`src/hw/rtl/baaq_pkg.sv`:
```
// Shared constants, types and lookup functions for the block-average ASCII quantizer.
package baaq_pkg;

    // Image limits and brightness scale
    localparam int MAX_IMAGE_WIDTH  = 4096;
    localparam int MAX_IMAGE_HEIGHT = 4096;
    localparam int FULL_BRIGHTNESS  = 765;

    // Field and datapath widths
    localparam int PIX_W     = 8;
    localparam int CHAR_W    = 7;
    localparam int DIM_W     = 13;
    localparam int GIDX_W    = $clog2(MAX_IMAGE_WIDTH);
    localparam int LEVEL_W   = 10;
    localparam int COUNT_W   = 2 * DIM_W;
    localparam int SUM_W     = 34;
    localparam int THR_W     = 37;
    localparam int SUM10_W   = 38;
    localparam int NUM_THR   = 7;
    localparam int CFG_IDX_W = 2;

    // Queue depths
    localparam int ITEM_Q_DEPTH = 4;
    localparam int IQ_PTR_W     = $clog2(ITEM_Q_DEPTH);
    localparam int OUT_Q_DEPTH  = 4;
    localparam int OQ_PTR_W     = $clog2(OUT_Q_DEPTH);

    // Register indexes
    localparam logic [CFG_IDX_W-1:0] REG_IMAGE_WIDTH  = 2'd0;
    localparam logic [CFG_IDX_W-1:0] REG_IMAGE_HEIGHT = 2'd1;
    localparam logic [CFG_IDX_W-1:0] REG_TEXT_COLUMNS = 2'd2;
    localparam logic [CFG_IDX_W-1:0] REG_TEXT_ROWS    = 2'd3;

    // Register reset values
    localparam logic [DIM_W-1:0] RST_IMAGE_WIDTH  = 13'd640;
    localparam logic [DIM_W-1:0] RST_IMAGE_HEIGHT = 13'd480;
    localparam logic [DIM_W-1:0] RST_TEXT_COLUMNS = 13'd80;
    localparam logic [DIM_W-1:0] RST_TEXT_ROWS    = 13'd40;

    localparam logic [CHAR_W-1:0] CHAR_NEWLINE = 7'd10;

    typedef logic [THR_W-1:0] thr_t;

    // Live frame geometry and the group setup derived from it
    typedef struct packed {
        logic                    ready;
        logic [DIM_W-1:0]        width;
        logic [DIM_W-1:0]        height;
        logic [DIM_W-1:0]        gw;
        logic [DIM_W-1:0]        gh;
        thr_t [NUM_THR-1:0]      thr;
    } dims_t;

    // One classified pixel handed from front to back
    typedef struct packed {
        logic [LEVEL_W-1:0] level;
        logic [GIDX_W-1:0]  gidx;
        logic               acc;
        logic               first_col;
        logic               first_row;
        logic               last_col;
        logic               emit;
        logic               nl;
        logic               fs;
    } item_t;

    typedef struct packed {
        logic has_item;
        logic has_space;
    } q_stat_t;

    typedef struct packed {
        logic [CHAR_W-1:0] char_code;
        logic              last_of_run;
    } oq_entry_t;

    // Brightness thresholds in tenths
    function automatic logic [3:0] tenth(input logic [2:0] i);
        logic [3:0] t;
        case (i)
            3'd0:    t = 4'd1;
            3'd1:    t = 4'd2;
            3'd2:    t = 4'd3;
            3'd3:    t = 4'd4;
            3'd4:    t = 4'd5;
            3'd5:    t = 4'd6;
            default: t = 4'd8;
        endcase
        return t;
    endfunction

    // Character ramp, darkest first
    function automatic logic [CHAR_W-1:0] glyph_code(input logic [2:0] i);
        logic [CHAR_W-1:0] c;
        case (i)
            3'd0:    c = 7'd32;   // space
            3'd1:    c = 7'd58;   // colon
            3'd2:    c = 7'd42;   // asterisk
            3'd3:    c = 7'd111;  // o
            3'd4:    c = 7'd38;   // ampersand
            3'd5:    c = 7'd42;   // asterisk
            3'd6:    c = 7'd64;   // at sign
            default: c = 7'd35;   // hash
        endcase
        return c;
    endfunction

endpackage

```
`src/hw/rtl/baaq_if.sv`:
```
// Valid/ready channel interfaces for pixels in and characters out.
interface baaq_pix_if;
    import baaq_pkg::*;

    logic             valid;
    logic             ready;
    logic [PIX_W-1:0] red;
    logic [PIX_W-1:0] green;
    logic [PIX_W-1:0] blue;

    modport source (output valid, red, green, blue, input ready);
    modport sink   (input valid, red, green, blue, output ready);
endinterface


```
`src/hw/rtl/baaq_front.sv`:
```
// Front section: takes pixels, tracks raster and group position, classifies each pixel.
module baaq_front (
    input  logic              clk,
    input  logic              rst_n,
    baaq_pix_if.sink          pixels,
    input  baaq_pkg::dims_t   dims,
    input  baaq_pkg::q_stat_t q_stat,
    output logic              q_push,
    output baaq_pkg::item_t   q_item
);
    import baaq_pkg::*;

    logic [DIM_W-1:0]  pc_reg, prow_reg, cig_reg, rig_reg;
    logic [DIM_W-1:0]  gbase_reg, bbase_reg, gw_lat_reg, gh_lat_reg;
    logic [GIDX_W-1:0] gidx_reg;

    logic              accept, fs;
    logic [DIM_W-1:0]  gw, gh;
    logic [DIM_W:0]    band_end, grp_end, cig_inc, rig_inc, pc_inc, prow_inc;
    logic [DIM_W+1:0]  grp_next_end;
    logic              band_act, grp_act, act, col_last, row_last, pc_last, last_grp;
    logic              no_grp, nl_only, emit;

    assign pixels.ready = dims.ready && q_stat.has_space;
    assign accept       = pixels.valid && pixels.ready;

    // Group size is latched at the first pixel of a frame
    assign fs = (pc_reg == '0) && (prow_reg == '0);
    assign gw = fs ? dims.gw : gw_lat_reg;
    assign gh = fs ? dims.gh : gh_lat_reg;

    // Position tests
    assign band_end     = {1'b0, bbase_reg} + {1'b0, gh};
    assign grp_end      = {1'b0, gbase_reg} + {1'b0, gw};
    assign grp_next_end = {1'b0, grp_end} + {2'b0, gw};
    assign cig_inc      = {1'b0, cig_reg} + (DIM_W+1)'(1);
    assign rig_inc      = {1'b0, rig_reg} + (DIM_W+1)'(1);
    assign pc_inc       = {1'b0, pc_reg} + (DIM_W+1)'(1);
    assign prow_inc     = {1'b0, prow_reg} + (DIM_W+1)'(1);

    assign band_act = band_end <= {1'b0, dims.height};
    assign grp_act  = grp_end <= {1'b0, dims.width};
    assign act      = band_act && grp_act;
    assign col_last = cig_inc >= {1'b0, gw};
    assign row_last = rig_inc >= {1'b0, gh};
    assign pc_last  = pc_inc >= {1'b0, dims.width};
    assign last_grp = grp_next_end > {2'b0, dims.width};
    assign no_grp   = gw > dims.width;
    assign nl_only  = !act && band_act && no_grp && row_last && pc_last;
    assign emit     = act && col_last && row_last;

    // Item for the back section
    assign q_item.level     = LEVEL_W'(pixels.red) + LEVEL_W'(pixels.green)
                              + LEVEL_W'(pixels.blue);
    assign q_item.gidx      = gidx_reg;
    assign q_item.acc       = act;
    assign q_item.first_col = cig_reg == '0;
    assign q_item.first_row = rig_reg == '0;
    assign q_item.last_col  = col_last;
    assign q_item.emit      = emit;
    assign q_item.nl        = (emit && last_grp) || nl_only;
    assign q_item.fs        = fs;
    assign q_push           = accept && (act || nl_only || fs);

    // Raster and group counters
    always_ff @(posedge clk or negedge rst_n)
    begin
        if (!rst_n)
        begin
            pc_reg     <= '0;
            prow_reg   <= '0;
            cig_reg    <= '0;
            rig_reg    <= '0;
            gbase_reg  <= '0;
            bbase_reg  <= '0;
            gidx_reg   <= '0;
            gw_lat_reg <= '0;
            gh_lat_reg <= '0;
        end
        else if (accept)
        begin
            gw_lat_reg <= gw;
            gh_lat_reg <= gh;
            if (pc_last)
            begin
                pc_reg    <= '0;
                cig_reg   <= '0;
                gidx_reg  <= '0;
                gbase_reg <= '0;
                if (prow_inc >= {1'b0, dims.height})
                begin
                    prow_reg  <= '0;
                    rig_reg   <= '0;
                    bbase_reg <= '0;
                end
                else
                begin
                    prow_reg <= prow_inc[DIM_W-1:0];
                    if (row_last)
                    begin
                        rig_reg   <= '0;
                        bbase_reg <= band_end[DIM_W-1:0];
                    end
                    else
                        rig_reg <= rig_inc[DIM_W-1:0];
                end
            end
            else
            begin
                pc_reg <= pc_inc[DIM_W-1:0];
                if (act)
                begin
                    if (col_last)
                    begin
                        cig_reg   <= '0;
                        gidx_reg  <= gidx_reg + GIDX_W'(1);
                        gbase_reg <= grp_end[DIM_W-1:0];
                    end
                    else
                        cig_reg <= cig_inc[DIM_W-1:0];
                end
            end
        end
    end

endmodule

```
`src/flat_wrapper.sv`:
```
// flat-port wrapper written by rule: the top's interface ports become plain ports
module baaq_front_flat import baaq_pkg::*;
  (clk, rst_n, dims, q_stat, q_push, q_item, pixels_valid, pixels_red, pixels_green, pixels_blue, pixels_ready);
  baaq_pix_if pixels_i ();
  input  logic clk;
  input  logic rst_n;
  input  baaq_pkg::dims_t dims;
  input  baaq_pkg::q_stat_t q_stat;
  output logic q_push;
  output baaq_pkg::item_t q_item;
  input wire logic [$bits(pixels_i.valid)-1:0] pixels_valid;
  input wire logic [$bits(pixels_i.red)-1:0] pixels_red;
  input wire logic [$bits(pixels_i.green)-1:0] pixels_green;
  input wire logic [$bits(pixels_i.blue)-1:0] pixels_blue;
  output wire logic [$bits(pixels_i.ready)-1:0] pixels_ready;
  assign pixels_i.valid = pixels_valid;
  assign pixels_i.red = pixels_red;
  assign pixels_i.green = pixels_green;
  assign pixels_i.blue = pixels_blue;
  assign pixels_ready = pixels_i.ready;
  baaq_front u_core (.clk(clk), .rst_n(rst_n), .pixels(pixels_i), .dims(dims), .q_stat(q_stat), .q_push(q_push), .q_item(q_item));
endmodule
```
`config.mk`:
```
export PLATFORM = sky130hd
export DESIGN_NAME = baaq_front_flat
export DESIGN_NICKNAME = d
export VERILOG_FILES = /design/src/hw/rtl/baaq_pkg.sv /design/src/hw/rtl/baaq_if.sv /design/src/hw/rtl/baaq_front.sv /design/src/flat_wrapper.sv
export SDC_FILE = /design/constraint.sdc
export NUM_CORES = 1
export LEC_CHECK = 0
export ABC_CLOCK_PERIOD_IN_PS = 9100
export BUFFER_PORTS_ARGS = -buffer_cell sky130_fd_sc_hd__buf_2
export CORE_UTILIZATION = 51
export CTS_BUF_LIST = sky130_fd_sc_hd__clkbuf_4 sky130_fd_sc_hd__clkbuf_8
export DETAILED_ROUTE_END_ITERATION = 10
export PLACE_DENSITY = 0.82
export SLEW_MARGIN = 0
export SYNTH_ARGS = -nofsm -noshare
export SYNTH_HDL_FRONTEND = slang
export SYNTH_SLANG_ARGS = --single-unit
```
`constraint.sdc`:
```
create_clock -name clk -period 9.1 [get_ports clk]
set_input_delay 1.82 -clock clk [delete_from_list [all_inputs] [get_ports clk]]
set_output_delay 1.82 -clock clk [all_outputs]
set_load 0.05 [all_outputs]
```
==> impl_metrics.json <==
{
  "place_ws_ns": 0.405,
  "switching_share": 0.396,
  "placedCellCount": 1591,
  "die_x_um": 147,
  "fmax_ghz": 0.114,
  "synth_xor_area_frac": 0.0645,
  "synthMuxAreaShare": 0.0253,
  "root_buffer": "clkbuf_8",
  "hold_viol": 0,
  "synth-edff-count": 0,
  "fin_util": 0.590,
  "finalWorstSetupSlack_ns": 0.362,
  "post-route-drc-count": 0,
  "tightest_slew_ns": 1.18,
  "cp-end-kind": "output pin",
  "fin_crit_ns": 8.74,
  "hold_ws_ns": 0.483,
  "r2r_start": "u_core.prow_reg[0]",
  "clockBufferDepth": 2,
  "hpwl_um": 21400,
  "synth-main-ff-cell": "dfrtp_1",
  "p_seq_frac": 0.339,
  "vias": 9691,
  "synth_top_family_by_area": "compound AO/OA/AOI/OAI gates",
  "setup_viol": 0,
  "avgRoutedWirePerCell_um": 17.3,
  "grt_pass1_vias": 9413,
  "worstHoldStart": "u_core.gw_lat_reg[6]",
  "area.growth.synth_to_final_pct": 12.3,
  "yosys.area_share.simple": 0.173,
  "netlist_area_um2": 10700,
  "drtIter0Drc": 671,
  "port_buffers": 111,
  "std_cell_rows": 52,
  "synthAdderAreaFrac": 0.205,
  "vdd_ir_drop_max_v": 0.000165,
  "yosys_warnings": 0,
  "antenna_found_initial": 1,
  "setup_tns_ns": 0,
  "p_int_w": 0.00103,
  "ioPinCount": 372,
  "power_density_nw_per_um2": 142,
  "drtAntennaViolNets": 0,
  "cp_max_fo": 7,
  "avgSynthCellArea_um2": 8.65,
  "combPwrFrac": 0.364,
  "grt.total_usage": 0.266,
  "async_flop_share": 1.00,
  "synth-seq-area-share": 0.271,
  "layout_worst_path_cycle_share": 0.960,
  "core_um2": 20400,
  "die_y_um": 147,
  "synth_top_area_cell": "dfrtp_1",
  "relSlewSlack": 0.211,
  "cts_hold_buf": 0,
  "critPathSlowestCell": "or4_1",
  "start_util": 0.525,
  "ctsHtreeMaxLevel": 4,
  "ff2ff_path_depth": 27,
  "gp_congestion": 0.916,
  "synth_compound_area_frac": 0.211,
  "cpMostUsedCell": "ha_1",
  "maxCapViolations": 0,
  "path_class": "flop to output pin",
  "grt_overflow": 0,
  "cts_buffers": 17,
  "critPathRequiredTime_ns": 7.28,
  "wl_um": 28200,
  "netlist_top_cells_count": "ha_1, nand2_1, dfrtp_1, o21ai_0, inv_1",
  "synth_area_leaders": "dfrtp_1, ha_1, o21ai_0, nand2_1, xnor2_1",
  "synth.top_cell.area_share": 0.271,
  "cts_tree": "yes",
  "grt_start_max_net_pins": 72,
  "slowest_delay_ns": 0.52,
  "p_leak_nw": 6.20,
  "yosysMostFrequentCell": "ha_1",
  "clk_pin_slew_ns": 0.07,
  "finClkSkew_ns": 0.0101,
  "grt_pass1_wl_um": 46000,
  "drive_above_1_share": 0.151,
  "syn-instance-count": 1240,
  "setup.worst_path.start_class": "flop",
  "clockPowerShare": 0.296,
  "die_area_um2": 21600,
  "stdcell_count": 1628,
  "critPathArrivalTime_ns": 6.92,
  "insertion_delay_ns": 0.45,
  "critPathLaunch": "u_core.prow_reg[0]",
  "cts_sinks": 116,
  "n_antenna_cell": 0,
  "holdPathStages": 2,
  "fin_nets": 1860,
  "syn-num-nets": 1754,
  "drt_first_pass_iters": 5,
  "status": "finished clean",
  "power.switching_w": 0.000676,
  "synthDistinctLibCells": 76,
  "vias_per_cell": 5.95,
  "slew_violations": 0,
  "hp-class": "flop to flop",
  "ys_ff_latch": 116
}
-- metal layers --
layer  global-route usage  vias to the layer above  routed length, µm
li1                     -                     4686                  -
met1                0.337                     4596              12200
met2                0.439                      351              13200
met3               0.0531                       58               1680
met4                0.117                        0               1090
met5                    0                        -                  0
-- metrics by stage --
stage / total power (W) / area [µm²]
CTS: 0.00170 / 12000
detailed placement: 0.00120 / 11500
global route: 0.00180 / 12000
finish: 0.00171 / 12000
floorplan: 0.00104 / 10700
global placement: 0.00118 / 11500
-- logic make-up (layout without fill, tap and decap cells) --
logic type                 count (synthesis)  in the layout
and+or+nand+nor                          368            368
muxes                                     27             27
buffers and inverters                    132            250
DFF                                      116            116
xor gates and xnor gates                  79             79
AOI/OAI and AO/OA                        345            345
adders and majority gates                173            173
-- power groups by stage --
| stage | logic, W | registers [W] | clock network (W) |
|---|---|---|---|
| floorplan | 0.000428 | 0.000610 | 0 |
| detailed placement | 0.000610 | 0.000587 | 0 |
| global placement | 0.000591 | 0.000585 | 0 |
| CTS | 0.000615 | 0.000578 | 0.000509 |
| finish | 0.000623 | 0.000580 | 0.000507 |
| global route | 0.000681 | 0.000583 | 0.000533 |
-- cell usage in the layout (no fill, tap or decap), drive strengths merged, types with 32 or more instances in the layout --
cell | netlist | final
a21oi | 76 | 76
inv | 92 | 92
nor2 | 65 | 65
buf | 19 | 126
nand3 | 46 | 46
xor2 | 32 | 32
dfrtp | 116 | 116
xnor2 | 47 | 47
a22o | 41 | 41
ha | 168 | 168
nand2 | 129 | 129
o21ai | 121 | 121
-- final timing paths --
| path | end | slack (ns) |
|---|---|---|
| min in group asynchronous | u_core.rig_reg[1] | 1.40 |
| max in group asynchronous | u_core.gw_lat_reg[0] | 6.42 |
| min | u_core.gw_lat_reg[6] | 0.48 |
| max reg2reg | u_core.cig_reg[7] | 1.88 |
| max | q_item[1] | 0.36 |
| min reg2reg | u_core.gw_lat_reg[6] | 0.48 |
-- worst max-delay path, delay by kind of cell, from the launching register on --
family          cells  cell delay, ns
buf+inv             6            0.88
flops               1            0.47
compound gates      7            1.49
xor+xnor            2            0.28
simple gates       10            2.09
fa+ha+maj           4            1.08
mux                 1            0.18
-- timing repair --
action | CTS | global route
buffers inserted | 4 | 2
endpoints found under the setup margin | 2 | 4
pin swaps | 1 | 5
resized for setup | 0 | 18
hold endpoints to repair | 0 | 0
-- final cells by class --
cell class | instances | area (µm²)
multi-input cells | 992 | 7360
clock buffers | 21 | 270
inverters | 92 | 345
flip-flops and latches | 116 | 2900
well taps | 270 | 338
fillers | 1754 | 8380
clock inverters | 10 | 133
repair buffers | 127 | 701
Power figures use the tool's default switching activity.
