--- src/hw/rtl/baaq_pkg.sv ---
// Shared constants, types and lookup functions for the block-average ASCII quantizer.
package baaq_pkg;

    // Image limits and brightness scale
    localparam int MAX_IMAGE_WIDTH  = 4096;
    localparam int MAX_IMAGE_HEIGHT = 4096;
    localparam int FULL_BRIGHTNESS  = 765;

    // Field and datapath widths
    localparam int PIX_W     = 8;
    localparam int CHAR_W    = 7;
    localparam int DIM_W     = 13;
    localparam int GIDX_W    = $clog2(MAX_IMAGE_WIDTH);
    localparam int LEVEL_W   = 10;
    localparam int COUNT_W   = 2 * DIM_W;
    localparam int SUM_W     = 34;
    localparam int THR_W     = 37;
    localparam int SUM10_W   = 38;
    localparam int NUM_THR   = 7;
    localparam int CFG_IDX_W = 2;

    // Queue depths
    localparam int ITEM_Q_DEPTH = 4;
    localparam int IQ_PTR_W     = $clog2(ITEM_Q_DEPTH);
    localparam int OUT_Q_DEPTH  = 4;
    localparam int OQ_PTR_W     = $clog2(OUT_Q_DEPTH);

    // Register indexes
    localparam logic [CFG_IDX_W-1:0] REG_IMAGE_WIDTH  = 2'd0;
    localparam logic [CFG_IDX_W-1:0] REG_IMAGE_HEIGHT = 2'd1;
    localparam logic [CFG_IDX_W-1:0] REG_TEXT_COLUMNS = 2'd2;
    localparam logic [CFG_IDX_W-1:0] REG_TEXT_ROWS    = 2'd3;

    // Register reset values
    localparam logic [DIM_W-1:0] RST_IMAGE_WIDTH  = 13'd640;
    localparam logic [DIM_W-1:0] RST_IMAGE_HEIGHT = 13'd480;
    localparam logic [DIM_W-1:0] RST_TEXT_COLUMNS = 13'd80;
    localparam logic [DIM_W-1:0] RST_TEXT_ROWS    = 13'd40;

    localparam logic [CHAR_W-1:0] CHAR_NEWLINE = 7'd10;

    typedef logic [THR_W-1:0] thr_t;

    // Live frame geometry and the group setup derived from it
    typedef struct packed {
        logic                    ready;
        logic [DIM_W-1:0]        width;
        logic [DIM_W-1:0]        height;
        logic [DIM_W-1:0]        gw;
        logic [DIM_W-1:0]        gh;
        thr_t [NUM_THR-1:0]      thr;
    } dims_t;

    // One classified pixel handed from front to back
    typedef struct packed {
        logic [LEVEL_W-1:0] level;
        logic [GIDX_W-1:0]  gidx;
        logic               acc;
        logic               first_col;
        logic               first_row;
        logic               last_col;
        logic               emit;
        logic               nl;
        logic               fs;
    } item_t;

    typedef struct packed {
        logic has_item;
        logic has_space;
    } q_stat_t;

    typedef struct packed {
        logic [CHAR_W-1:0] char_code;
        logic              last_of_run;
    } oq_entry_t;

    // Brightness thresholds in tenths
    function automatic logic [3:0] tenth(input logic [2:0] i);
        logic [3:0] t;
        case (i)
            3'd0:    t = 4'd1;
            3'd1:    t = 4'd2;
            3'd2:    t = 4'd3;
            3'd3:    t = 4'd4;
            3'd4:    t = 4'd5;
            3'd5:    t = 4'd6;
            default: t = 4'd8;
        endcase
        return t;
    endfunction

    // Character ramp, darkest first
    function automatic logic [CHAR_W-1:0] glyph_code(input logic [2:0] i);
        logic [CHAR_W-1:0] c;
        case (i)
            3'd0:    c = 7'd32;   // space
            3'd1:    c = 7'd58;   // colon
            3'd2:    c = 7'd42;   // asterisk
            3'd3:    c = 7'd111;  // o
            3'd4:    c = 7'd38;   // ampersand
            3'd5:    c = 7'd42;   // asterisk
            3'd6:    c = 7'd64;   // at sign
            default: c = 7'd35;   // hash
        endcase
        return c;
    endfunction

endpackage

--- src/hw/rtl/baaq_item_q.sv ---
// Short queue of classified pixels between the front and back sections.
module baaq_item_q (
    input  logic              clk,
    input  logic              rst_n,
    input  logic              push,
    input  baaq_pkg::item_t   wr_item,
    input  logic              pop,
    output baaq_pkg::item_t   head,
    output baaq_pkg::q_stat_t stat
);
    import baaq_pkg::*;

    item_t               slot_mem [ITEM_Q_DEPTH];
    logic [IQ_PTR_W-1:0] rd_reg, wr_reg;
    logic [IQ_PTR_W:0]   count_reg;

    // Pointers and fill count
    always_ff @(posedge clk or negedge rst_n)
    begin
        if (!rst_n)
        begin
            rd_reg    <= '0;
            wr_reg    <= '0;
            count_reg <= '0;
        end
        else
        begin
            if (push)
                wr_reg <= wr_reg + IQ_PTR_W'(1);
            if (pop)
                rd_reg <= rd_reg + IQ_PTR_W'(1);
            count_reg <= count_reg + (IQ_PTR_W+1)'(push) - (IQ_PTR_W+1)'(pop);
        end
    end

    // Entry storage
    always_ff @(posedge clk)
    begin
        if (push)
            slot_mem[wr_reg] <= wr_item;
    end

    assign head           = slot_mem[rd_reg];
    assign stat.has_item  = count_reg != '0;
    assign stat.has_space = count_reg != (IQ_PTR_W+1)'(ITEM_Q_DEPTH);

endmodule

--- config.mk ---
export PLATFORM = sky130hd
export DESIGN_NAME = baaq_item_q
export DESIGN_NICKNAME = d
export VERILOG_FILES = /design/src/hw/rtl/baaq_pkg.sv /design/src/hw/rtl/baaq_item_q.sv
export SDC_FILE = /design/constraint.sdc
export NUM_CORES = 1
export LEC_CHECK = 0
export CELL_PAD_IN_SITES_DETAIL_PLACEMENT = 0
export CELL_PAD_IN_SITES_GLOBAL_PLACEMENT = 2
export CORE_ASPECT_RATIO = 0.8
export CORE_MARGIN = 1
export CORE_UTILIZATION = 49
export CTS_CLUSTER_SIZE = 16
export DETAILED_ROUTE_END_ITERATION = 10
export DONT_BUFFER_PORTS = 1
export GPL_ROUTABILITY_DRIVEN = 0
export GPL_TIMING_DRIVEN = 0
export PLACE_DENSITY_LB_ADDON = 0.25
export SETUP_SLACK_MARGIN = 0.05
export SLEW_MARGIN = 10
export SYNTH_ARGS = -nofsm -noshare
export SYNTH_HDL_FRONTEND = slang
export SYNTH_SLANG_ARGS = --single-unit
--- constraint.sdc ---
create_clock -name clk -period 2.2 [get_ports clk]
set_input_delay 0.11 -clock clk [delete_from_list [all_inputs] [get_ports clk]]
set_output_delay 0.11 -clock clk [all_outputs]
set_load 0.005 [all_outputs]
==> results summary, run 1 <==
The run finished with clean final reports. The worst-margin pin slew came out at slightly above 800 ps. The path length in cells of the critical path came out at 2. Once the floorplan was initialized, standard cells occupied 50.4% of the core.

STA classifies the critical path startpoint as a register. The required time reported for the critical path endpoint is 2090 ps. The top cell types in the final layout, fill and taps aside, are 116 x sky130_fd_sc_hd__edfxtp_1, 32 x sky130_fd_sc_hd__dlygate4sd3_1, 28 x sky130_fd_sc_hd__mux4_2, 17 x sky130_fd_sc_hd__clkbuf_16, 7 x sky130_fd_sc_hd__dfrtp_1. The number of nets still failing antenna checks after routing is 0. The critical path goes through clkbuf_1, mux4_2.

Of all nets on the critical path, the largest fanout is 10. The data arrival time of the worst path is about 1700 ps. The multi-input gate area in the final layout came out at between 800 and 900 um2. For this design, the CTS-stage hold fixing added 32 buffers. In this run the register-to-register setup slack is 450 ps. The core area is about 9000 um2. A synthesized cell averages ~25 um2.

The flip-flop count of the largest register, all copies and words added came out at about 120. The number of different library cells in the post-synthesis netlist is 17. The total power came out at 7.71 mW. The total number of H-tree levels came out at 4. The routed layout has 2,021 vias. The power per cell area is 1360 nW/um2. The stage delay of the slowest cell on the critical path is 530 ps. The worst-case setup margin in the final layout came out at about 370 ps.

CTS saw 123 sinks. Setup repair after global routing left no endpoint under its margin. The tree is rooted in a sky130_fd_sc_hd__clkbuf_16. The buffer depth of the longest clock path is 2.

For this run, the detailed router's first-pass iteration total came to 5. The worst hold-check path type is primary input to async pin. In this run the tool buffered the top-level ports with 0 buffer cells. The count of final max-slew check failures came out at 0. For this run, the total global-route usage over all layers was measured as 17.5%. The top-area cell type share of the netlist area is 76.1%.

For this block, the routed nets add up to 7.57 mm of wire. Fill cells in the final layout number about 640. The total setup violations reported at the end of the flow came out at 0.

The vertical extent of the die came out at 88.4 um. The buffers plus inverters on the worst setup path is 1. The DRC marker count from the first detailed-route iteration came out at 56. During synthesis, Yosys emitted a total of 0 warnings. The HPWL reported at the end of detailed placement came out at 4.49 mm. The number of cells upsized or downsized after cts came out at 0.

Once the clock tree was built, the setup fixing pass inserted 0 buffers. The normalized max-slew margin came out at roughly 45%. In the routed design, unresolved DRC markers number 0. The synthesized netlist net count came out at 226.

The area used by sequential logic in the layout is 3660 um2. TritonCTS built the clock tree. The final global-route overflow total came out at 0.

The layout overhead on the synthesized area came out at 23.5%. The post-place setup slack came out at 434 ps. The worst setup path is of the register to primary output kind. The largest net degree at the start of global routing came out at 30. The first-pass GRT wire length is 11.5 mm. The number of antenna violations at the first check in global routing came out at 0. The cell count after synthesis is 186.

The setup skew after layout is 8.42 ps. The endpoint identified for the worst register-to-register timing path is slot_mem[0][27]$_DFFE_PP_. The clock transition at the register clock pins on the worst setup and hold paths after CTS came out at around 50 ps. The top-level I/O count came out at 64.

Leaving out fill and tap cells, the most frequent cell in the layout is sky130_fd_sc_hd__edfxtp_1. After synthesis the netlist holds a flip-flop and latch count of around 120. The die area came out at 9730 um2. The worst setup path is captured at a primary output. The worst reg2reg path depth is 3. Summing every instance area after synthesis gives between 4000 and 5000 um2.

The number of antenna repair diodes is 0. By area the synthesized netlist is led by sky130_fd_sc_hd__edfxtp_1 76%, sky130_fd_sc_hd__mux4_2 14%, sky130_fd_sc_hd__dfrtp_1 3.8%, sky130_fd_sc_hd__ha_1 1.6%, sky130_fd_sc_hd__buf_6 0.74%. The clock reaches the later pin of the worst-skew pair after 400 ps.

The net count reported at finish came out at 277. The fraction of layout instances using a drive strength above 1 is a little over a quarter. The width of the die came out at 110 um.

After layout, the minimum clock period comes to 1830 ps. The number of max-cap violations came out at 0. Buffers inserted during clock tree synthesis total 17. The wire length per cell after detailed routing is 20.7 um.

The row count is 31. The largest delay contributor family on the critical path is buffers and inverters. The library cell contributing the largest single delay on the critical path is sky130_fd_sc_hd__clkbuf_1. The cell type with the largest total area after synthesis is sky130_fd_sc_hd__edfxtp_1.

The hold violation count in the final report came out at 0. Dividing the final minimum period by the clock period gives 83.1%. Derived from the worst setup path, the maximum achievable clock frequency is 0.547 GHz.

After synthesis, flip-flops and latches occupy 80.0% of the total area. The origin of the critical flop-to-flop path is wr_reg[0]$_DFFE_PN0P_. The largest vdd supply drop came out at 0.000718 V. The post-route core utilization is 62.3%. The number of vias per cell came out at 5.54. The static leakage came out at 1.91 nW. The number of global-route vias before repair is 2,151.
[worst max-delay path by stage]
stage                                from                   endpoint  slack, ps
floorplan           wr_reg[0]$_DFFE_PN0P_   slot_mem[2][0]$_DFFE_PP_        470
global placement    wr_reg[0]$_DFFE_PN0P_  slot_mem[2][19]$_DFFE_PP_       -0.4
detailed placement  wr_reg[0]$_DFFE_PN0P_  slot_mem[0][19]$_DFFE_PP_        430
CTS                 rd_reg[1]$_DFFE_PN0P_                    head[9]        320
global route        rd_reg[1]$_DFFE_PN0P_                   head[12]        280
finish              rd_reg[1]$_DFFE_PN0P_                    head[9]        370
[cell type report]
class	count	share of cell area [%]
flip-flops and latches	123	64.7
repair buffers	32	5.67
plain buffers	6	0.841
multi-input cells	51	15.1
clock buffers	19	7.66
inverters	6	0.398
clock inverters	13	3.10
well taps	115	2.55
[stage by stage]
| step | setup TNS, ps | area [um2] | hold WS [ps] | instances |
|---|---|---|---|---|
| 2_1_floorplan | 0 | 4580 | -186 | 186 |
| 3_3_place_gp | -1.20 | 4720 | -185 | 301 |
| 3_5_place_dp | 0 | 4720 | -185 | 301 |
| 4_1_cts | 0 | 5650 | 49.2 | 365 |
| 5_1_grt | 0 | 5650 | 61.0 | 365 |
| 6_report | 0 | 5650 | 56.7 | 365 |
[routing by layer]
metal / global-route usage [%] / wire (um)
met3: 6.19 / 355
met1: 21.0 / 3050
met4: 8.97 / 112
met5: 0 / 0
met2: 28.2 / 4050
[kinds of logic after synthesis]
group,count (synthesis),share of synthesized area [%]
multiplexers,29,14.4
AO/OA/AOI/OAI,1,0.109
adder cells (fa/ha/maj),7,2.08
XOR/XNOR,5,0.957
flip-flops,123,80.0
buffers and inverters,12,1.53
AND/OR/NAND/NOR,9,1.01
[synthesized netlist by cell type]
cell	instances
sky130_fd_sc_hd__and2_1	4
sky130_fd_sc_hd__buf_2	2
sky130_fd_sc_hd__buf_6	3
sky130_fd_sc_hd__clkbuf_1	1
sky130_fd_sc_hd__dfrtp_1	7
sky130_fd_sc_hd__edfxtp_1	116
sky130_fd_sc_hd__fa_1	1
sky130_fd_sc_hd__ha_1	6
sky130_fd_sc_hd__inv_1	6
sky130_fd_sc_hd__mux4_1	1
sky130_fd_sc_hd__mux4_2	28
sky130_fd_sc_hd__nand2_1	3
sky130_fd_sc_hd__nor2_1	1
sky130_fd_sc_hd__o21ai_0	1
sky130_fd_sc_hd__or3_1	1
sky130_fd_sc_hd__xnor2_1	3
sky130_fd_sc_hd__xor2_1	2
[report_power, final]
group,internal [mW],switching (mW)
clock network,1.88,0.916
registers,3.09,0.147
logic,0.778,0.895
Power figures use the tool's default switching activity.
==> run 2: changes to the inputs <==
--- a/config.mk
+++ b/config.mk
@@ -5,11 +5,12 @@
 export SDC_FILE = /design/constraint.sdc
 export NUM_CORES = 1
 export LEC_CHECK = 0
+export ABC_AREA = 1
 export CELL_PAD_IN_SITES_DETAIL_PLACEMENT = 0
 export CELL_PAD_IN_SITES_GLOBAL_PLACEMENT = 2
 export CORE_ASPECT_RATIO = 0.8
 export CORE_MARGIN = 1
-export CORE_UTILIZATION = 49
+export CORE_UTILIZATION = 37
 export CTS_CLUSTER_SIZE = 16
 export DETAILED_ROUTE_END_ITERATION = 10
 export DONT_BUFFER_PORTS = 1
==> constraint.sdc (replaced) <==
create_clock -name clk -period 1.6 [get_ports clk]
set_input_delay 0.08 -clock clk [delete_from_list [all_inputs] [get_ports clk]]
set_output_delay 0.08 -clock clk [all_outputs]
set_load 0.005 [all_outputs]
==> results summary, run 2 <==
In this run the critical register-to-register path is captured at count_reg[1]$_DFF_PN0_. The count of final max-slew check failures is 0. The tightest min-delay check is of the primary input to async pin type. The core area is 13,700 um2. The fraction of layout instances using a drive strength above 1 came out at 25.3%. The maximum fanout along the worst path is 6. The run finished with clean final reports. The library cell contributing the largest single delay on the critical path is sky130_fd_sc_hd__dfrtp_1. STA classifies the critical path endpoint as a primary output. The wire length per cell after detailed routing is 15.3 um. The row count came out at 38. The insertion delay to the later sink of the worst-skew pair is roughly 410 ps. The design internal power came out at between 8 and 9 mW.

The post-place instance area is 5520 um2. Synthesis produced 502 cells. The count of flip-flops with a built-in enable after synthesis is around 120. The number of clock sinks came out at 123. The clock transition at the register clock pins on the worst setup and hold paths after CTS came out at 50 ps. The detailed-route wire length is 11.8 mm. Setup violations remaining at the end of the flow were counted as 0.

The worst reg-to-reg setup slack is 90 ps. The number of different library cells in the post-synthesis netlist came out at 14. The largest net degree at the start of global routing came out at 30. The number of antenna repair diodes is 0. The number of nets in the synthesized netlist is 542. The number of design rule violations left after detail routing is 0. The number of global-route vias before repair came to 3,316. The worst pin sits at a relative slew slack of 74.1%. For the pin with the worst max-slew slack, the measured transition is 388 ps. The worst reg2reg path depth is 7.

STA puts the critical path data required time at 1520 ps. The post-place setup slack is -371 ps. The buffer depth of the longest clock path came out at 2. The share of synthesized flip-flops with an asynchronous set or reset is around 5.7%. The filler cells instantiated in the layout total 1,177. The clock power share is 28.4%. The number of clock buffers added by TritonCTS is 17.

STA classifies the critical path startpoint as a register. Detailed placement finished with a half-perimeter wire length of 6.42 mm. The data arrival time of the worst path is 1500 ps. The top-area cell type share of the netlist area came out at 65.9%.

Leaving out fill and tap cells, the most frequent cell in the layout is sky130_fd_sc_hd__inv_1. The first-pass GRT wire length is 18.0 mm. The stage delay of the slowest cell on the critical path is 340 ps.

The sequential fraction of the synthesis area is 69.3%. Registers are responsible for 33.0% of the overall power. TritonCTS built the clock tree. Across the run, the number of max-cap violations was 0.

The synthesized design spends more area on one cell type than any other, namely sky130_fd_sc_hd__edfxtp_1. In the post-synthesis netlist, the biggest area contributors are sky130_fd_sc_hd__edfxtp_1 66%, sky130_fd_sc_hd__nand2_1 11%, sky130_fd_sc_hd__inv_1 9.2%, sky130_fd_sc_hd__nand3_1 5.8%, sky130_fd_sc_hd__dfrtp_1 3.3%. For this run, the leading register cell type out of synthesis is sky130_fd_sc_hd__edfxtp_1.

The die area is 14,800 um2. Counting instances in the post-synthesis netlist gives the leading cell types as 156 x sky130_fd_sc_hd__nand2_1, 130 x sky130_fd_sc_hd__inv_1, 116 x sky130_fd_sc_hd__edfxtp_1. The width of the die came out at 136 um. The hold violation count in the final report came out at 0. The maximum clock frequency came out at 0.632 GHz. The kind of critical path is register to primary output. The final global-route overflow total came out at 0. The H-tree generated during clock tree synthesis spans 4 levels. The post-synthesis area per instance came out at about 11 um2.

The number of antenna violations at the first check in global routing came out at 0. After synthesis the cells add up to 5280 um2. The startpoint identified for the worst register-to-register timing path is count_reg[0]$_DFF_PN0_. Clock skew on the completed layout was measured at 8.25 ps.

The number of iterations in the first detailed-routing pass is 6. The flip-flop count of the largest register, all copies and words added is 116. sky130_fd_sc_hd__nand2_1 is the most common cell in the netlist. The via count came out at 3,397. The number of vias per cell came out at 4.41.

For this design the top-level I/O count stands at 64. Synthesis inferred 123 register bits. The net count of the finished layout is ~600. The signal on the critical path passes through buf_6, inv_6, buf_12, buf_12, buf_16, nand2_2, nand3_2, nand2_2.

The vertical extent of the die is roughly 110 um. In this run the power density over the cells is approximately 1900 nW/um2. The relative contribution of combinational cells to total power is 38.6%. The global router's overall resource usage came out at about 17%. The net switching share of the total power is 33.3%. In this run, the number of DRC markers left after iteration 0 of detailed routing was 267. Cells fill approximately 52% of the core in the end.

The time the worst path needs with I/O delays and setup is 1580 ps. The warning count from the yosys run is 0. In the layout the commonest cells are 124 x sky130_fd_sc_hd__inv_1, 116 x sky130_fd_sc_hd__edfxtp_1, 110 x sky130_fd_sc_hd__nand2_1, 43 x sky130_fd_sc_hd__nand2_2, 40 x sky130_fd_sc_hd__nand3_1. The largest vdd supply drop came out at 0.00112 V. The worst-case setup margin in the final layout is 17.7 ps. Setup repair after global routing could not meet its margin everywhere. The effective utilization at floorplan came out at 38.4%.

The final critical path takes up 98.9% of the cycle. The number of nets still failing antenna checks after routing is 0. The tree is rooted in a sky130_fd_sc_hd__clkbuf_16. For this design the static power due to leakage is 3.19 nW. Port buffering added 0 buffers. Relative to the synthesized area, the layout overhead comes to 35.7%.

The area of all placed cells without fillers is 7170 um2. In this run the power spent charging and discharging nets is 4.44 mW.
[run 2: cell types whose count changed after synthesis, sizes merged, moves of 4 or more]
cell    change
mux4       -29
nand2     +153
clkbuf      +4
inv       +125
and2        -4
nand3      +61
buf        +10
[run 2: stage by stage]
stage | cells | setup TNS (ps) | hold WS (ps) | power, mW
global route | 770 | -740 | 36.8 | 14.2
floorplan | 502 | 0 | -216 | 6.82
CTS | 764 | -467 | 16.4 | 12.6
detailed placement | 682 | -30620 | -215 | 7.89
global placement | 682 | -42540 | -215 | 7.82
finish | 770 | 0 | 23.7 | 13.3
[run 2: power groups by stage]
stage / combinational (mW) / sequential (mW) / clock, mW
3_5_place_dp: 3.41 / 4.48 / 0
5_1_grt: 5.70 / 4.46 / 3.99
6_report: 5.14 / 4.40 / 3.78
2_1_floorplan: 2.39 / 4.43 / 0
3_3_place_gp: 3.36 / 4.47 / 0
4_1_cts: 4.37 / 4.40 / 3.86
[run 2: kinds of logic after synthesis]
kind of cell / share of synthesized area (%)
AOI/OAI and AO/OA: 0.0947
adders and majority gates: 1.80
DFF: 69.3
and+or+nand+nor: 16.9
buffers and inverters: 11.5
xor gates and xnor gates: 0.497
[run 2: repair_timing]
| action | 4_1_cts | 5_1_grt |
|---|---|---|
| endpoints found under the hold margin | 127 | 0 |
| buffers inserted | 13 | 3 |
| cloned | 5 | 3 |
| gates resized for setup | 42 | 77 |
| endpoints found under the setup margin | 146 | 46 |
| pin swaps | 8 | 24 |
| hold buffers | 32 | 0 |
[run 2: critical path: cells and delay by family, from the launching register on]
| kind | cells | cell delay (ps) |
|---|---|---|
| buf+inv | 5 | 550 |
| flops | 1 | 340 |
| simple gates | 3 | 200 |
[run 2: layer usage]
metal | track usage (%) | vias to the layer above | share of wire, %
met4 | 5.78 | 0 | 1.0
li1 | - | 1714 | -
met3 | 5.72 | 11 | 5.3
met2 | 27.9 | 67 | 49
met1 | 21.8 | 1605 | 45
met5 | 0 | - | 0
[run 2: area by class of cell]
type / instances / area, um2 / area share, %
flip-flops and latches: 123 / 3660 / 51.0
multi-input cells: 228 / 1280 / 17.9
repair buffers: 53 / 652 / 9.09
clock buffers: 26 / 519 / 7.24
inverters: 131 / 513 / 7.16
well taps: 180 / 225 / 3.14
plain buffers: 20 / 215 / 3.00
clock inverters: 6 / 82.6 / 1.15
repair inverters: 3 / 22.5 / 0.314
[run 2: how the worst max path moves through the flow]
| stage | from | end | cells after the start |
|---|---|---|---|
| final | rd_reg[0]$_DFFE_PN0P_ | head[26] | 8 |
| after global routing | rd_reg[0]$_DFFE_PN0P_ | head[16] | 8 |
| after CTS | rd_reg[0]$_DFFE_PN0P_ | head[26] | 7 |
| after detailed placement | wr_reg[0]$_DFFE_PN0P_ | slot_mem[2][22]$_DFFE_PP_ | 4 |
| after global placement | wr_reg[0]$_DFFE_PN0P_ | slot_mem[3][23]$_DFFE_PP_ | 3 |
| after floorplan | wr_reg[0]$_DFFE_PN0P_ | slot_mem[3][0]$_DFFE_PP_ | 3 |
==> run 3: changes to the inputs <==
--- a/config.mk
+++ b/config.mk
@@ -5,12 +5,12 @@
 export SDC_FILE = /design/constraint.sdc
 export NUM_CORES = 1
 export LEC_CHECK = 0
-export ABC_AREA = 1
+export ABC_CLOCK_PERIOD_IN_PS = 1600
 export CELL_PAD_IN_SITES_DETAIL_PLACEMENT = 0
 export CELL_PAD_IN_SITES_GLOBAL_PLACEMENT = 2
 export CORE_ASPECT_RATIO = 0.8
 export CORE_MARGIN = 1
-export CORE_UTILIZATION = 37
+export CORE_UTILIZATION = 44
 export CTS_CLUSTER_SIZE = 16
 export DETAILED_ROUTE_END_ITERATION = 10
 export DONT_BUFFER_PORTS = 1
==> results summary, run 3 (synthesis gave the netlist of run 1 again) <==
STA classifies the critical path startpoint as a register. The normalized max-slew margin came out at 69.2%. The number of design rule violations left after detail routing came out at 0. Of all nets on the critical path, the largest fanout is 5. The maximum clock frequency came out at 0.587 GHz.

Setup repair after global routing could not meet its margin everywhere. The number of antenna violations at the first check in global routing came to 0. STA classifies the critical path endpoint as a primary output. The library cell used most frequently in the layout, excluding fill and tap cells, is sky130_fd_sc_hd__edfxtp_1. The total number of H-tree levels came out at 4. For the pin with the worst max-slew slack, the measured transition is 462 ps. The power per cell area is 1890 nW/um2.

The net switching power came out at a little under 3 mW. The met3 global-route usage is between 5 and 6%. The global routing met1 resource utilization is about a fifth. The CTS tree is done.

The count of nets left with antenna violations once routing finished came out at 0. The register with the most flip-flops in the layout has 116 of them. The count of placed standard cells in the final layout, fillers left out came out at about 390. The multi-input combinational cells in the finished layout cover a total of 906 um2.

The post-place setup slack came out at -163 ps. The number of global-route vias before repair came out at 2,208. The vertical extent of the die came out at 93.2 um. The checks that failed: setup timing. For this block, the via count after detailed routing is between 2,000 and 2,500.

The run finished, with violations left. Cells fill 58.8% of the core in the end. The buffer depth of the longest clock path came out at 2. The number of antenna diodes in the final layout is 0. The detailed-route wire length came out at roughly 8 mm. The largest individual stage delay along the critical path comes from the cell sky130_fd_sc_hd__mux4_2. After detailed routing, the number of vias per cell comes to just over 5. In the final routed layout, each cell accounts on average for 20.3 um. The time the worst path needs with I/O delays and setup came out at 1700 ps.

The worst-case setup margin in the final layout came out at -103 ps. The signal on the critical path passes through buf_12, buf_12, mux4_2. The width of the die came out at 116 um. The layer carrying the most global-route usage is met2. The clock transition at the register clock pins on the worst setup and hold paths after CTS came out at 50 ps.

The top-level I/O count is 64. The HPWL reported at the end of detailed placement came out at 4.49 mm. Max-cap violations in this run came to 0. The data arrival time of the worst path came out at about 1600 ps. The die area came out at 10,800 um2. The layout overhead on the synthesized area came out at 27.2%. The core area is 9890 um2. Counting every sink on the clock net gives 123. In the layout the commonest cells are 116 x sky130_fd_sc_hd__edfxtp_1, 32 x sky130_fd_sc_hd__dlygate4sd3_1, 29 x sky130_fd_sc_hd__mux4_2, 17 x sky130_fd_sc_hd__clkbuf_16. The total setup violations reported at the end of the flow came out at 30. The setup skew after layout is about 3.8 ps. The global router's overall resource usage came out at approximately 16%. The hold violation count in the final report is 0. The most common cell type on the critical path is sky130_fd_sc_hd__buf_12. The post-place instance area came out at 4750 um2.

The kind of critical path is register to primary output. After routing the design area is 5820 um2. The relative contribution of combinational cells to total power is 25.0%. Net switching is around a quarter of the power. Global routing consumed, on the met2 layer, 26.2% of the routing resources. The total overflow left after global routing is 0. The fraction of layout instances using a drive strength above 1 is 32.7%.

The effective utilization at floorplan is 46.3%. The clock power share is approximately 35%. The number of inserted filler cells in the final layout is slightly above 700. Clock tree synthesis selected as its root buffer the cell sky130_fd_sc_hd__clkbuf_16. The stage delay of the slowest cell on the critical path is 520 ps.

The first-pass GRT wire length is 12.2 mm. The total negative slack for setup checks is -1580 ps. The DRC marker count from the first detailed-route iteration is 159. The cell total after placement is 322.

The largest vdd supply drop is 0.00115 V. The number of iterations in the first detailed-routing pass is 4. The design internal power is 8.08 mW. The final critical-path share of the clock period is 106%. The count of final max-slew check failures is 0. The static leakage came out at 1.97 nW. In the final design database the tool counted approximately 280 nets. The total power is 11.0 mW. The worst hold-check path type is primary input to async pin. The quantity of I/O buffers inserted on ports is 0. The area used by sequential logic in the layout came out at 3660 um2. The post-route worst hold slack came out at 28.0 ps.

The later pin in the worst-skew pair is clocked with a latency of 400 ps. The row count is 32. The largest net degree at the start of global routing came out at 30. The number of buffers added by the clock tree synthesis step came out at 17.

The sequential fraction of design power is between 40 and 50%. The required time reported for the critical path endpoint came out at 1520 ps.
-- run 3: worst max-delay path, delay by kind of cell (launching register included) --
| kind | cells | cell delay (ps) |
|---|---|---|
| buffers and inverters | 2 | 260 |
| DFF | 1 | 440 |
| muxes | 1 | 520 |
-- run 3: worst paths after layout --
check                      depth (start not counted)                      to              startpoint  slack (ps)
setup / recovery                                   3                head[17]   rd_reg[0]$_DFFE_PN0P_        -100
hold / removal                                     1  count_reg[2]$_DFF_PN0_                   rst_n          30
setup reg to reg                                   8  count_reg[2]$_DFF_PN0_  count_reg[0]$_DFF_PN0_         -20
hold reg to reg                                    1  count_reg[2]$_DFF_PN0_  count_reg[2]$_DFF_PN0_         500
max in group asynchronous                          1   rd_reg[0]$_DFFE_PN0P_                   rst_n        1290
min in group clk                                   3  count_reg[1]$_DFF_PN0_                     pop          50
-- run 3: timing repair --
action / 4_1_cts / 5_1_grt
hold buffers: 32 / 0
hold endpoints to repair: 128 / 0
pin swaps: 2 / 5
gates resized for setup: 14 / 9
cloned: 1 / 2
setup endpoints to repair: 147 / 89
setup buffers: 3 / 1
-- run 3: layout make-up --
class                   count  share of cell area (%)
flip-flops and latches    123                    62.9
multi-input cells          53                    15.6
clock buffers              17                    7.31
repair buffers             37                    6.71
clock inverters            15                    2.95
well taps                 136                    2.92
plain buffers               6                    1.20
inverters                   6                   0.430
-- run 3: routing by layer --
metal | share of wire (%) | wire length (um)
met5 | 0 | 0
met4 | 1.3 | 102
met3 | 5.7 | 458
met2 | 49 | 3930
met1 | 44 | 3480
-- run 3: power groups by stage --
stage | Clock, mW | Combinational (mW) | Sequential (mW)
after CTS | 3.85 | 2.68 | 4.46
final | 3.78 | 2.74 | 4.45
after global placement | 0 | 2.22 | 4.47
after global routing | 4.00 | 2.99 | 4.51
after floorplan | 0 | 1.76 | 4.44
after detailed placement | 0 | 2.28 | 4.52
